[config.mk]
export PLATFORM = sky130hd
export DESIGN_NAME = decimal_long_multiplier_core
export DESIGN_NICKNAME = d
export VERILOG_FILES = /design/src/rtl/core/dlm_pkg.sv /design/src/rtl/core/dlm_cell.sv /design/src/rtl/core/decimal_long_multiplier_core.sv
export VERILOG_INCLUDE_DIRS = /design/src /design/src/rtl/core
export SDC_FILE = /design/constraint.sdc
export NUM_CORES = 2
export LEC_CHECK = 0
export BUFFER_PORTS_ARGS = -buffer_cell sky130_fd_sc_hd__buf_2
export CELL_PAD_IN_SITES_DETAIL_PLACEMENT = 1
export CELL_PAD_IN_SITES_GLOBAL_PLACEMENT = 1
export CORE_ASPECT_RATIO = 1.2
export CORE_MARGIN = 2
export CORE_UTILIZATION = 50
export DETAILED_ROUTE_END_ITERATION = 12
export PLACE_DENSITY = 0.84
export REMOVE_ABC_BUFFERS = 1
export SYNTH_ARGS = -nofsm -noshare
export SYNTH_HDL_FRONTEND = slang
export SYNTH_SLANG_ARGS = --single-unit
export TNS_END_PERCENT = 20
[constraint.sdc]
create_clock -name i_clk -period 10.9 [get_ports i_clk]
set_input_delay 0.545 -clock i_clk [delete_from_list [all_inputs] [get_ports i_clk]]
set_output_delay 0.545 -clock i_clk [all_outputs]
set_load 0.02 [all_outputs]
[src/rtl/core/decimal_long_multiplier_core_defines.svh]
// Assertion helpers for the RTL of the decimal long multiplier core.
// Define ASSERT_OFF to compile the checks out.
`ifndef DECIMAL_LONG_MULTIPLIER_CORE_DEFINES_SVH
`define DECIMAL_LONG_MULTIPLIER_CORE_DEFINES_SVH

`ifndef ASSERT_OFF
`define DLM_ASSERT(lbl, prop, msg) \
    lbl: assert property (@(posedge i_clk) disable iff (!i_rst_n) prop) else $error(msg);
`define DLM_NEVER(lbl, cond, msg) \
    lbl: assert property (@(posedge i_clk) disable iff (!i_rst_n) !(cond)) else $error(msg);
`else
`define DLM_ASSERT(lbl, prop, msg)
`define DLM_NEVER(lbl, cond, msg)
`endif

`endif

[src/rtl/core/dlm_pkg.sv]
package dlm_pkg;

    // Longest operand, and longest product that may be delivered, in digits; PROD_DEPTH is the product memory depth.
    localparam int MAX_DIGITS = 32;
    localparam int PROD_DEPTH = 2 * MAX_DIGITS;
    localparam int LEN_W      = $clog2(MAX_DIGITS + 1);
    localparam int ADDR_W     = $clog2(MAX_DIGITS);
    localparam int PADDR_W    = $clog2(PROD_DEPTH);
    localparam int TOT_W      = $clog2(PROD_DEPTH + 1);

    localparam logic REQ_LOAD_A = 1'b0;
    localparam logic REQ_LOAD_B = 1'b1;

    typedef enum logic [1:0] {
        STAT_OK        = 2'd0,
        STAT_BAD_DIGIT = 2'd1,
        STAT_TOO_LONG  = 2'd2
    } t_status;

    typedef struct packed {
        logic       req_type;
        logic [3:0] digit_in;
        logic       last_digit;
    } t_req;

    typedef struct packed {
        logic [3:0] digit_out;
        logic       last_out;
        t_status    status;
    } t_res;

    // Control broadcast to every cell of the row.
    typedef struct packed {
        logic shift_b;
        logic clear_b;
        logic clear_acc;
        logic step;
    } t_cell_ctrl;

    typedef struct packed {
        logic [3:0] tens;
        logic [3:0] units;
    } t_bcd_pair;

    // Tens and units of a value below 128; the quotient uses the reciprocal 103/1024.
    function automatic t_bcd_pair bcd_split(input logic [6:0] v);
        logic [13:0] prod;
        t_bcd_pair   res;
        prod      = 14'(v) * 14'd103;
        res.tens  = prod[13:10];
        res.units = 4'(v - ({3'd0, res.tens} * 7'd10));
        return res;
    endfunction

endpackage

[src/rtl/core/dlm_cell.sv]
module dlm_cell (
    input  logic                i_clk,
    input  logic                i_rst_n,
    input  dlm_pkg::t_cell_ctrl i_ctrl,
    input  logic [3:0]          i_a,
    input  logic [3:0]          i_b_in,
    input  logic [3:0]          i_d_in,
    output logic [3:0]          o_b,
    output logic [3:0]          o_r
);
    import dlm_pkg::*;

    // One decade of the accumulator: digit r_d plus a carry r_c of the same weight.
    logic [3:0] r_b;
    logic [3:0] r_d;
    logic [3:0] r_c;
    logic [7:0] w_pp;
    logic [6:0] w_sum;
    t_bcd_pair  w_split;

    assign w_pp    = {4'd0, i_a} * {4'd0, r_b};
    assign w_sum   = 7'({4'd0, r_d} + {4'd0, r_c} + w_pp);
    assign w_split = bcd_split(w_sum);

    always_ff @(posedge i_clk) begin
        if (!i_rst_n) begin
            r_b <= 4'd0;
        end else if (i_ctrl.clear_b) begin
            r_b <= 4'd0;
        end else if (i_ctrl.shift_b) begin
            r_b <= i_b_in;
        end
    end

    // The units move one decade down each step; the tens stay here as carry.
    always_ff @(posedge i_clk) begin
        if (i_ctrl.clear_acc) begin
            r_d <= 4'd0;
            r_c <= 4'd0;
        end else if (i_ctrl.step) begin
            r_d <= i_d_in;
            r_c <= w_split.tens;
        end
    end

    assign o_b = r_b;
    assign o_r = w_split.units;

endmodule

[src/rtl/core/decimal_long_multiplier_core.sv]
// Decimal long multiplier. Each word written with start high while busy is low loads one
// decimal digit, most significant first: operand A first, then operand B, last_digit
// marking each operand's final digit. A load gives no result. The word that ends B starts
// the multiply; that request then holds busy high through the multiply and the read-back
// of the product. The cell row retires one product digit per cycle, and the single read
// port of the product memory returns one digit per cycle.
// Results appear on o_res for one cycle each, marked by o_strobe, most significant digit
// first with leading zeros stripped; the receiver cannot hold them off and must take every
// one. The digits stream in consecutive cycles, and the last one is on the ports in the
// first idle cycle.
// A digit above 9 in the request yields one word with status 1; an operand or product
// longer than MAX_DIGITS yields one word with status 2; both carry digit 0 and last_out 1
// and arrive the cycle after the word that ends B, or after the multiply for a long product.
`include "decimal_long_multiplier_core_defines.svh"

module decimal_long_multiplier_core (
    input  logic          i_clk,
    input  logic          i_rst_n,
    input  logic          start,
    input  dlm_pkg::t_req i_req,
    output logic          busy,
    output logic          o_strobe,
    output dlm_pkg::t_res o_res
);
    import dlm_pkg::*;

    // PREP clears the accumulator and primes the operand A read, MUL runs the cell row,
    // FIN checks the product length, OUT reads the product back, DRAIN lets the read
    // pipeline empty so that no later result can land on the same cycle.
    typedef enum logic [5:0] {
        ST_IDLE  = 6'b000001,
        ST_PREP  = 6'b000010,
        ST_MUL   = 6'b000100,
        ST_FIN   = 6'b001000,
        ST_OUT   = 6'b010000,
        ST_DRAIN = 6'b100000
    } t_state;

    t_state             r_state, n_state;
    logic [LEN_W-1:0]   r_la, n_la;
    logic [LEN_W-1:0]   r_lb, n_lb;
    logic               r_bad, n_bad;
    logic               r_long, n_long;
    logic               r_a_closed, n_a_closed;
    logic [LEN_W-1:0]   r_a_left, n_a_left;
    logic [PADDR_W-1:0] r_step, n_step;
    logic [PADDR_W-1:0] r_top, n_top;
    logic               r_nz, n_nz;
    logic [PADDR_W-1:0] r_rd_idx, n_rd_idx;
    logic               r_rd_valid, n_rd_valid;
    logic               r_rd_last, n_rd_last;
    logic               r_out_stb, n_out_stb;
    t_res               r_res, n_res;

    // Operand A and product memories.
    logic [3:0]         r_a_mem [MAX_DIGITS];
    logic [3:0]         r_a_rdata;
    logic [3:0]         r_p_mem [PROD_DEPTH];
    logic [3:0]         r_p_rdata;

    logic               w_accept;
    logic               w_is_a;
    logic               w_is_b;
    logic               w_digit_bad;
    logic [LEN_W-1:0]   w_la_eff;
    logic               w_a_full;
    logic               w_b_full;
    logic               w_a_we;
    logic [LEN_W-1:0]   w_lb_next;
    logic               w_bad_next;
    logic               w_long_next;
    logic [LEN_W-1:0]   w_a_rptr;
    logic [TOT_W-1:0]   w_total;
    logic [3:0]         w_a_digit;
    t_cell_ctrl         w_ctrl;
    logic [3:0]         w_bchain [MAX_DIGITS + 1];
    logic [3:0]         w_rchain [MAX_DIGITS + 1];

    assign busy        = (r_state != ST_IDLE);
    assign w_accept    = start && !busy;
    assign w_is_a      = w_accept && (i_req.req_type == REQ_LOAD_A);
    assign w_is_b      = w_accept && (i_req.req_type == REQ_LOAD_B);
    assign w_digit_bad = (i_req.digit_in > 4'd9);

    // An A digit after A's last digit starts a new operand A.
    assign w_la_eff    = r_a_closed ? '0 : r_la;
    assign w_a_full    = (w_la_eff >= LEN_W'(MAX_DIGITS));
    assign w_b_full    = (r_lb >= LEN_W'(MAX_DIGITS));
    assign w_a_we      = w_is_a && !w_a_full;
    assign w_lb_next   = w_b_full ? r_lb : r_lb + LEN_W'(1);
    assign w_bad_next  = r_bad || w_digit_bad;
    assign w_long_next = r_long || (w_is_a && w_a_full) || (w_is_b && w_b_full);
    assign w_total     = TOT_W'(r_la) + TOT_W'(r_lb);

    // A digits are fed least significant first; the read is issued one step ahead.
    assign w_a_rptr  = (r_state == ST_PREP) ? r_la - LEN_W'(1) : r_a_left - LEN_W'(2);
    assign w_a_digit = (r_a_left != '0) ? r_a_rdata : 4'd0;

    always_comb begin
        n_state    = r_state;
        n_la       = r_la;
        n_lb       = r_lb;
        n_bad      = r_bad;
        n_long     = r_long;
        n_a_closed = r_a_closed;
        n_a_left   = r_a_left;
        n_step     = r_step;
        n_top      = r_top;
        n_nz       = r_nz;
        n_rd_idx   = r_rd_idx;
        n_rd_valid = 1'b0;
        n_rd_last  = r_rd_last;
        n_out_stb  = 1'b0;
        n_res      = r_res;
        w_ctrl     = '0;

        unique case (r_state)
            ST_IDLE: begin
                if (w_is_a) begin
                    n_la       = w_a_full ? w_la_eff : w_la_eff + LEN_W'(1);
                    n_a_closed = i_req.last_digit;
                    n_bad      = w_bad_next;
                    n_long     = w_long_next;
                end
                if (w_is_b) begin
                    n_lb           = w_lb_next;
                    n_bad          = w_bad_next;
                    n_long         = w_long_next;
                    w_ctrl.shift_b = !w_b_full;
                    if (i_req.last_digit) begin
                        if (w_bad_next || w_long_next) begin
                            n_out_stb      = 1'b1;
                            n_res          = '{digit_out: 4'd0, last_out: 1'b1,
                                               status: w_bad_next ? STAT_BAD_DIGIT
                                                                  : STAT_TOO_LONG};
                            n_la           = '0;
                            n_lb           = '0;
                            n_bad          = 1'b0;
                            n_long         = 1'b0;
                            n_a_closed     = 1'b0;
                            w_ctrl.clear_b = 1'b1;
                        end else begin
                            n_state = ST_PREP;
                        end
                    end
                end
            end
            ST_PREP: begin
                w_ctrl.clear_acc = 1'b1;
                n_a_left         = r_la;
                n_step           = '0;
                n_top            = '0;
                n_nz             = 1'b0;
                n_state          = ST_MUL;
            end
            ST_MUL: begin
                // Cell 0 retires one final product digit per step, lowest decade first.
                w_ctrl.step = 1'b1;
                if (r_a_left != '0) begin
                    n_a_left = r_a_left - LEN_W'(1);
                end
                n_step = r_step + PADDR_W'(1);
                if (w_rchain[0] != 4'd0) begin
                    n_top = r_step;
                    n_nz  = 1'b1;
                end
                if (TOT_W'(r_step) + TOT_W'(1) == w_total) begin
                    n_state = ST_FIN;
                end
            end
            ST_FIN: begin
                n_la           = '0;
                n_lb           = '0;
                n_bad          = 1'b0;
                n_long         = 1'b0;
                n_a_closed     = 1'b0;
                w_ctrl.clear_b = 1'b1;
                if (r_nz && (r_top >= PADDR_W'(MAX_DIGITS))) begin
                    n_out_stb = 1'b1;
                    n_res     = '{digit_out: 4'd0, last_out: 1'b1, status: STAT_TOO_LONG};
                    n_state   = ST_IDLE;
                end else begin
                    // A zero product still delivers its lowest digit.
                    n_rd_idx = r_nz ? r_top : '0;
                    n_state  = ST_OUT;
                end
            end
            ST_OUT: begin
                n_rd_valid = 1'b1;
                n_rd_last  = (r_rd_idx == '0);
                if (r_rd_idx == '0) begin
                    n_state = ST_DRAIN;
                end else begin
                    n_rd_idx = r_rd_idx - PADDR_W'(1);
                end
            end
            ST_DRAIN: begin
                n_state = ST_IDLE;
            end
            default: begin
                n_state = ST_IDLE;
            end
        endcase

        if (r_rd_valid) begin
            n_out_stb = 1'b1;
            n_res     = '{digit_out: r_p_rdata, last_out: r_rd_last, status: STAT_OK};
        end
    end

    always_ff @(posedge i_clk) begin
        if (!i_rst_n) begin
            r_state    <= ST_IDLE;
            r_la       <= '0;
            r_lb       <= '0;
            r_bad      <= 1'b0;
            r_long     <= 1'b0;
            r_a_closed <= 1'b0;
            r_a_left   <= '0;
            r_step     <= '0;
            r_top      <= '0;
            r_nz       <= 1'b0;
            r_rd_idx   <= '0;
            r_rd_valid <= 1'b0;
            r_rd_last  <= 1'b0;
            r_out_stb  <= 1'b0;
        end else begin
            r_state    <= n_state;
            r_la       <= n_la;
            r_lb       <= n_lb;
            r_bad      <= n_bad;
            r_long     <= n_long;
            r_a_closed <= n_a_closed;
            r_a_left   <= n_a_left;
            r_step     <= n_step;
            r_top      <= n_top;
            r_nz       <= n_nz;
            r_rd_idx   <= n_rd_idx;
            r_rd_valid <= n_rd_valid;
            r_rd_last  <= n_rd_last;
            r_out_stb  <= n_out_stb;
        end
    end

    always_ff @(posedge i_clk) begin
        r_res <= n_res;
    end

    always_ff @(posedge i_clk) begin
        if (w_a_we) begin
            r_a_mem[w_la_eff[ADDR_W-1:0]] <= i_req.digit_in;
        end
        r_a_rdata <= r_a_mem[w_a_rptr[ADDR_W-1:0]];
    end

    always_ff @(posedge i_clk) begin
        if (r_state == ST_MUL) begin
            r_p_mem[r_step] <= w_rchain[0];
        end
        r_p_rdata <= r_p_mem[r_rd_idx];
    end

    // Cell g holds the B digit of weight ten to the g and one accumulator decade.
    // B digits shift in from cell 0 upward; product units shift from the top down.
    assign w_bchain[0]          = i_req.digit_in;
    assign w_rchain[MAX_DIGITS] = 4'd0;

    for (genvar g = 0; g < MAX_DIGITS; g++) begin : g_cell
        dlm_cell u_cell (
            .i_clk   (i_clk),
            .i_rst_n (i_rst_n),
            .i_ctrl  (w_ctrl),
            .i_a     (w_a_digit),
            .i_b_in  (w_bchain[g]),
            .i_d_in  (w_rchain[g + 1]),
            .o_b     (w_bchain[g + 1]),
            .o_r     (w_rchain[g])
        );
    end

    assign o_strobe = r_out_stb;
    assign o_res    = r_res;

    `DLM_NEVER(a_no_result_in_mul, (r_state == ST_MUL) && o_strobe, "result during multiply")
    `DLM_ASSERT(a_feed_bounded, (r_state == ST_MUL) |-> (r_a_left <= r_la), "A feed overran")
    `DLM_ASSERT(a_read_delivers, r_rd_valid |=> o_strobe, "product read not delivered")
    `DLM_NEVER(a_idle_pipe_empty, !busy && r_rd_valid, "idle with product read pending")

endmodule
==> Word level (Yosys, flattened, before mapping) <==
Memory sizes are Yosys's and may differ from the RTL's. A register that Yosys moved wholly into a read port is not among the register bits.
Index checks and enable logic that the tools add are counted.
{ "op_classes": {"addsub": 104, "n_mul": 96, "order_cmp": 4, "n_mux": 69, "eq_ne": 23, "reduce_logical": 30, "bitwise": 2} }
{ "op_table": {"columns": ["cell", "count"], "rows": [
  ["multiplier 7 x 7 -> 14 bit (second input constant)", 32],
  ["multiplier 4 x 4 -> 7 bit", 32],
  ["adder 5 x 7 -> 7 bit", 31],
  ["adder 4 x 4 -> 5 bit", 31],
  ["multiplier 4 x 3 -> 3 bit (second input constant)", 32],
  ["subtractor 4 bit", 32],
  ["2-to-1 mux 6 bit", 20],
  ["one-hot mux 6 bit (2 select lines)", 6],
  ["2-to-1 mux 7 bit", 5],
  ["one-hot mux 6 bit (5 select lines)", 1],
  ["2-to-1 mux 1 bit", 25],
  ["inequality test 2 bit (second input constant)", 11],
  ["adder 6 x 1 -> 6 bit (second input constant)", 3],
  [">= comparator 6 bit (second input constant)", 3],
  ["inequality test 3 bit (second input constant)", 5],
  ["AND reduction 5 bit", 3],
  ["one-hot mux 7 bit (2 select lines)", 1],
  ["one-hot mux 1 bit (2 select lines)", 6],
  ["subtractor 6 x 1 -> 6 bit (second input constant)", 2],
  ["2-to-1 mux 5 bit", 2],
  ["AND reduction 2 bit", 4],
  ["adder 4 x 7 -> 7 bit", 1],
  ["adder 6 x 1 -> 7 bit (second input constant)", 1],
  ["adder 6 x 6 -> 7 bit", 1],
  ["other kinds (23)", 38]
]} }
{ "totals": {"reg_bits": 436, "inputBits": 9, "memories": 2, "output_inout_bits": 9, "ramBits": 384, "word_cells": 442} }
{ "mem_list": {"columns": ["name", "depth", "word_bits", "rd", "rd_ports_with_merged_regs", "wr", "line_no", "rtl"], "rows": [
  ["r_p_mem", 64, 4, 1, 1, 1, "decimal_long_multiplier_core.sv:58", "logic [3:0] r_p_mem [PROD_DEPTH];"],
  ["r_a_mem", 32, 4, 1, 1, 1, "decimal_long_multiplier_core.sv:56", "logic [3:0] r_a_mem [MAX_DIGITS];"]
]} }

==> Longest topological paths before layout <==
{ "depth": {"word_depth": 13, "depth_mapped": 44, "ltp_nobuf": 41} }

==> Hierarchy <==
Synthesis repeated with hierarchy kept, for this count alone.
{ "unflattened": {"hier_cells": 8159, "area_unflattened_um2": 83704.0} }
{ "modules_own_cells": {"columns": ["module", "area_per_inst_um2", "seq_area_each_um2", "n_inst", "cells_per_inst"], "rows": [
  ["dlm_cell at g_cell[0].u_cell ...", 2024.4, 240.2, 21, 217],
  ["decimal_long_multiplier_core", 18911.9, 12862.3, 1, 1290],
  ["dlm_cell at g_cell[3].u_cell ...", 2004.4, 240.2, 6, 205],
  ["dlm_cell at g_cell[29].u_cell", 2112.0, 240.2, 1, 229],
  ["dlm_cell at g_cell[2].u_cell", 2077.0, 240.2, 1, 223],
  ["dlm_cell at g_cell[30].u_cell", 2035.7, 240.2, 1, 212],
  ["dlm_cell at g_cell[9].u_cell", 2023.2, 240.2, 1, 206],
  ["dlm_cell at g_cell[31].u_cell", 2004.4, 240.2, 1, 212]
]} }

==> Least setup slack after synthesis <==
No wires, ideal clock.
{ "synth_path": {"path_type": "reg-to-reg", "start": "register r_a_left[1]", "end": "memory r_p_mem[0][3], data pin", "path_stages_with_launch": 39, "path_buffers": 3, "arrival_time_ns": 9.628, "path_slack_ns": 0.916, "required_time_ns": 10.544, "setup_ns": 0.356, "synth_period_minus_slack_ns": 9.984, "cell_sequence": "dfxtp_1 > inv_1 > ha_1 > nand3b_1 > nor2_1 > nor2b_1 > clkbuf_1 > clkbuf_1 > clkbuf_1 > nand2_1 > fa_1 > fa_1 > fa_1 > fa_1 > inv_1 > a21o_1 > a21oi_1 > xnor2_1 > (+3 left out) > fa_1 > inv_1 > fa_1 > ha_1 > ha_1 > a21oi_1 > o21ai_1 > or2_2 > o21a_1 > nor2_1 > xnor2_1 > ha_1 > inv_1 > fa_1 > xnor2_1 > mux4_2 > or3_1 > nand2_1"} }
{ "synth_lines": {"columns": ["element", "line_no", "rtl"], "rows": [
  ["start, declared", "decimal_long_multiplier_core.sv:45", "logic [LEN_W-1:0] r_a_left, n_a_left;"],
  ["start signal, assigned", "decimal_long_multiplier_core.sv:234", "r_a_left <= n_a_left;"],
  ["end, declared", "decimal_long_multiplier_core.sv:58", null]
]} }

==> flow_summary.json <==
{
  "cts_root_buf": "clkbuf_16",
  "synth_edf_count": 389,
  "drv_slew": 0,
  "maxCapViolations": 0,
  "detail-route-antenna-nets": 0,
  "synth_common_cells": "ha_1 (1643), inv_1 (1421), nand2_1 (750), fa_1 (636), dfxtp_1 (439)",
  "tightest_slew_ns": 1.078,
  "arrival_ns": 10.87,
  "initial_utilization_pct": 50.24,
  "num-nets-final": 10040,
  "setup_tns_ns": 0,
  "grt_pass1_wl_um": 336500,
  "synthesis.area_um2": 79450,
  "cpMaxStageDelayCell": "fa_1",
  "dieWidth_um": 367.9,
  "grt_setup_unrepaired": "no",
  "postSynthRegisterBits": 828,
  "worstHoldPathCells": 3,
  "cp_max_fo": 44,
  "post_drt_via_cell_ratio": 5.618,
  "critPathLaunchType": "register",
  "core_um2": 158200,
  "cts_tree": "yes",
  "cpPeakStageDelay_ns": 0.56,
  "cts_sinks": 828,
  "endpoint_kind": "register",
  "path_class": "reg2reg",
  "yosysSeqAreaShare_pct": 25.76,
  "die_y_um": 440.7,
  "vias": 55780,
  "antenna_found_initial": 3,
  "cpMostUsedCell": "fa_1",
  "grt_max_degree": 161,
  "status": "finished, final reports clean",
  "pin_count": 18,
  "cp.required_ns": 11.39,
  "grt_pass1_vias": 65070,
  "dp_hpwl_um": 149500,
  "drive_gt1_share_pct": 4.232,
  "cts_buffers": 91,
  "area_growth_pct": 6.901,
  "yosysUniqueCellTypes": 76,
  "drt_first_pass_iters": 5,
  "syn_area_per_cell_um2": 10.15,
  "fin_crit_sh_pct": 95.17,
  "hp-class": "in2reg",
  "post_cts_buffers": 0,
  "clkTransAtPathRegs_ns": 0.07,
  "grt.total_usage_pct": 25.62,
  "synth_top_area_cell": "ha_1",
  "synth_area_leaders": "ha_1 (26%), fa_1 (16%), edfxtp_1 (15%)",
  "wl_um": 203200,
  "setup_violations": 0,
  "drc": 0,
  "final_hold_viol_count": 0,
  "synth-main-ff-cell": "dfxtp_1",
  "clkLatencyLatePin_ns": 0.77,
  "htreeDepth": 3,
  "skew_ns": 0.1148,
  "cts_hold_buf": 0,
  "synth_cells": 7826,
  "rr_worst_depth": 36,
  "max_slew_margin_pct": 28.10,
  "yosysTopAreaCellShare_pct": 25.87,
  "yosysWarnings": 0,
  "synth.most_common_cell": "ha_1",
  "post-route-min-period_ns": 10.37,
  "die_area_um2": 162100,
  "routedWlPerCell_um": 20.47,
  "gp_congestion": 0.8530,
  "clockBufferDepth": 3,
  "overflow": 0,
  "portBuffers": 17,
  "async_flop_share_pct": 0,
  "fp-row-count": 160,
  "drt-initial-drc-count": 2480,
  "max_freq_mhz": 96.40
}
[layer usage]
layer / up-vias / track usage [%] / part of all wire, %
met3: 505 / 2.622 / 2.9
met2: 994 / 50.36 / 56
met5: - / 0 / 0.013
li1: 25750 / - / -
met4: 4 / 9.710 / 3.6
met1: 28530 / 27.97 / 38
[repair_timing]
item / in CTS / in global routing
endpoints found under the hold margin: 0 / 0
resized for setup: 0 / 2
endpoints found under the setup margin: 0 / 70
[cell families after synthesis]
| kind of cell | synth area share, % |
|---|---|
| fa+ha+maj | 41.90 |
| buf+inv | 7.813 |
| simple gates | 8.884 |
| compound gates | 7.351 |
| flops | 25.76 |
| xor+xnor | 5.391 |
| mux | 2.898 |
[layout make-up]
cell class / instances / area [µm²]
Inverter: 1422 / 5338
Clock inverter: 51 / 721.9
Antenna cell: 1 / 2.502
Sequential cell: 828 / 20470
Clock buffer: 116 / 2512
Multi-Input combinational cell: 5354 / 52860
Timing Repair Buffer: 51 / 390.4
Tap cell: 2106 / 2635
Fill cell: 17320 / 73220
[state kept, by name, indices dropped and copies added, names as in the netlist, 4 cells and up]
signal and cells:
g_cell.u_cell.o_b 128, g_cell.u_cell.r_c 128, g_cell.u_cell.r_d 124, o_res 7, r_a_left 6, r_a_mem 128
r_a_rdata 4, r_la 6, r_lb 6, r_p_mem 256, r_p_rdata 4, r_rd_idx 6
r_state 6, r_step 6, r_top 6
[cell usage in the layout (no fill, tap or decap), types with 12 or more instances in the layout]
cell type / Yosys / layout
a211oi_1: 24 / 24
a21o_1: 82 / 82
a21oi_1: 366 / 366
a22o_1: 52 / 52
a311oi_1: 19 / 19
a31oi_1: 27 / 27
and2_1: 289 / 289
buf_2: 17 / 17
buf_4: 0 / 30
clkbuf_1: 191 / 12
clkbuf_16: 0 / 92
clkbuf_8: 0 / 12
clkinv_2: 0 / 18
dfxtp_1: 439 / 437
edfxtp_1: 389 / 389
fa_1: 636 / 635
ha_1: 1643 / 1643
inv_1: 1421 / 1421
mux4_2: 95 / 95
nand2_1: 750 / 748
nand3_1: 68 / 68
nand4_1: 25 / 25
nor2_1: 225 / 221
nor2b_1: 24 / 20
nor3_1: 57 / 57
nor4_1: 14 / 14
o2111ai_1: 20 / 20
o211ai_1: 14 / 14
o21a_1: 13 / 13
o21ai_0: 171 / 171
o21bai_1: 26 / 26
o22ai_1: 66 / 66
or3_1: 23 / 23
xnor2_1: 334 / 334
xor2_1: 155 / 155
[worst paths after layout]
path                                                 end                     start  slack (ns)
worst max-delay path                      r_p_mem[43][3]               r_a_left[1]        0.53
worst min-delay path                          r_a_closed                  i_req[0]         0.1
worst max register to register            r_p_mem[43][3]               r_a_left[1]        0.53
worst min register to register  g_cell[20].u_cell.r_c[2]  g_cell[20].u_cell.r_c[2]        0.46
[per-stage QoR]
step                util [%]  instance area [µm²]  std cells  hold slack (ns)  worst slack [ns]
floorplan                  -                78580       7604           0.4312            -2.075
global placement       51.65                81690       9761           0.4393            0.6592
detailed placement     51.65                81690       9761           0.4512            0.1467
CTS                    53.70                84930       9928          0.04706           0.07990
global route           53.70                84930       9928          0.08544           0.02015
finish                 53.70                84930       9929          0.09595            0.5260
[worst max-delay path, delay by kind of cell (launching register included)]
kind	cells	cell delay, ns
fa+ha+maj	12	4.59
simple gates	8	2.10
xor+xnor	4	1.07
buf+inv	6	0.93
compound gates	5	0.69
mux	1	0.41
flops	1	0.36
Power is left out: the tool's default activity adds up to more than one toggle a clock period on the data nets, which glitch-free logic cannot reach.
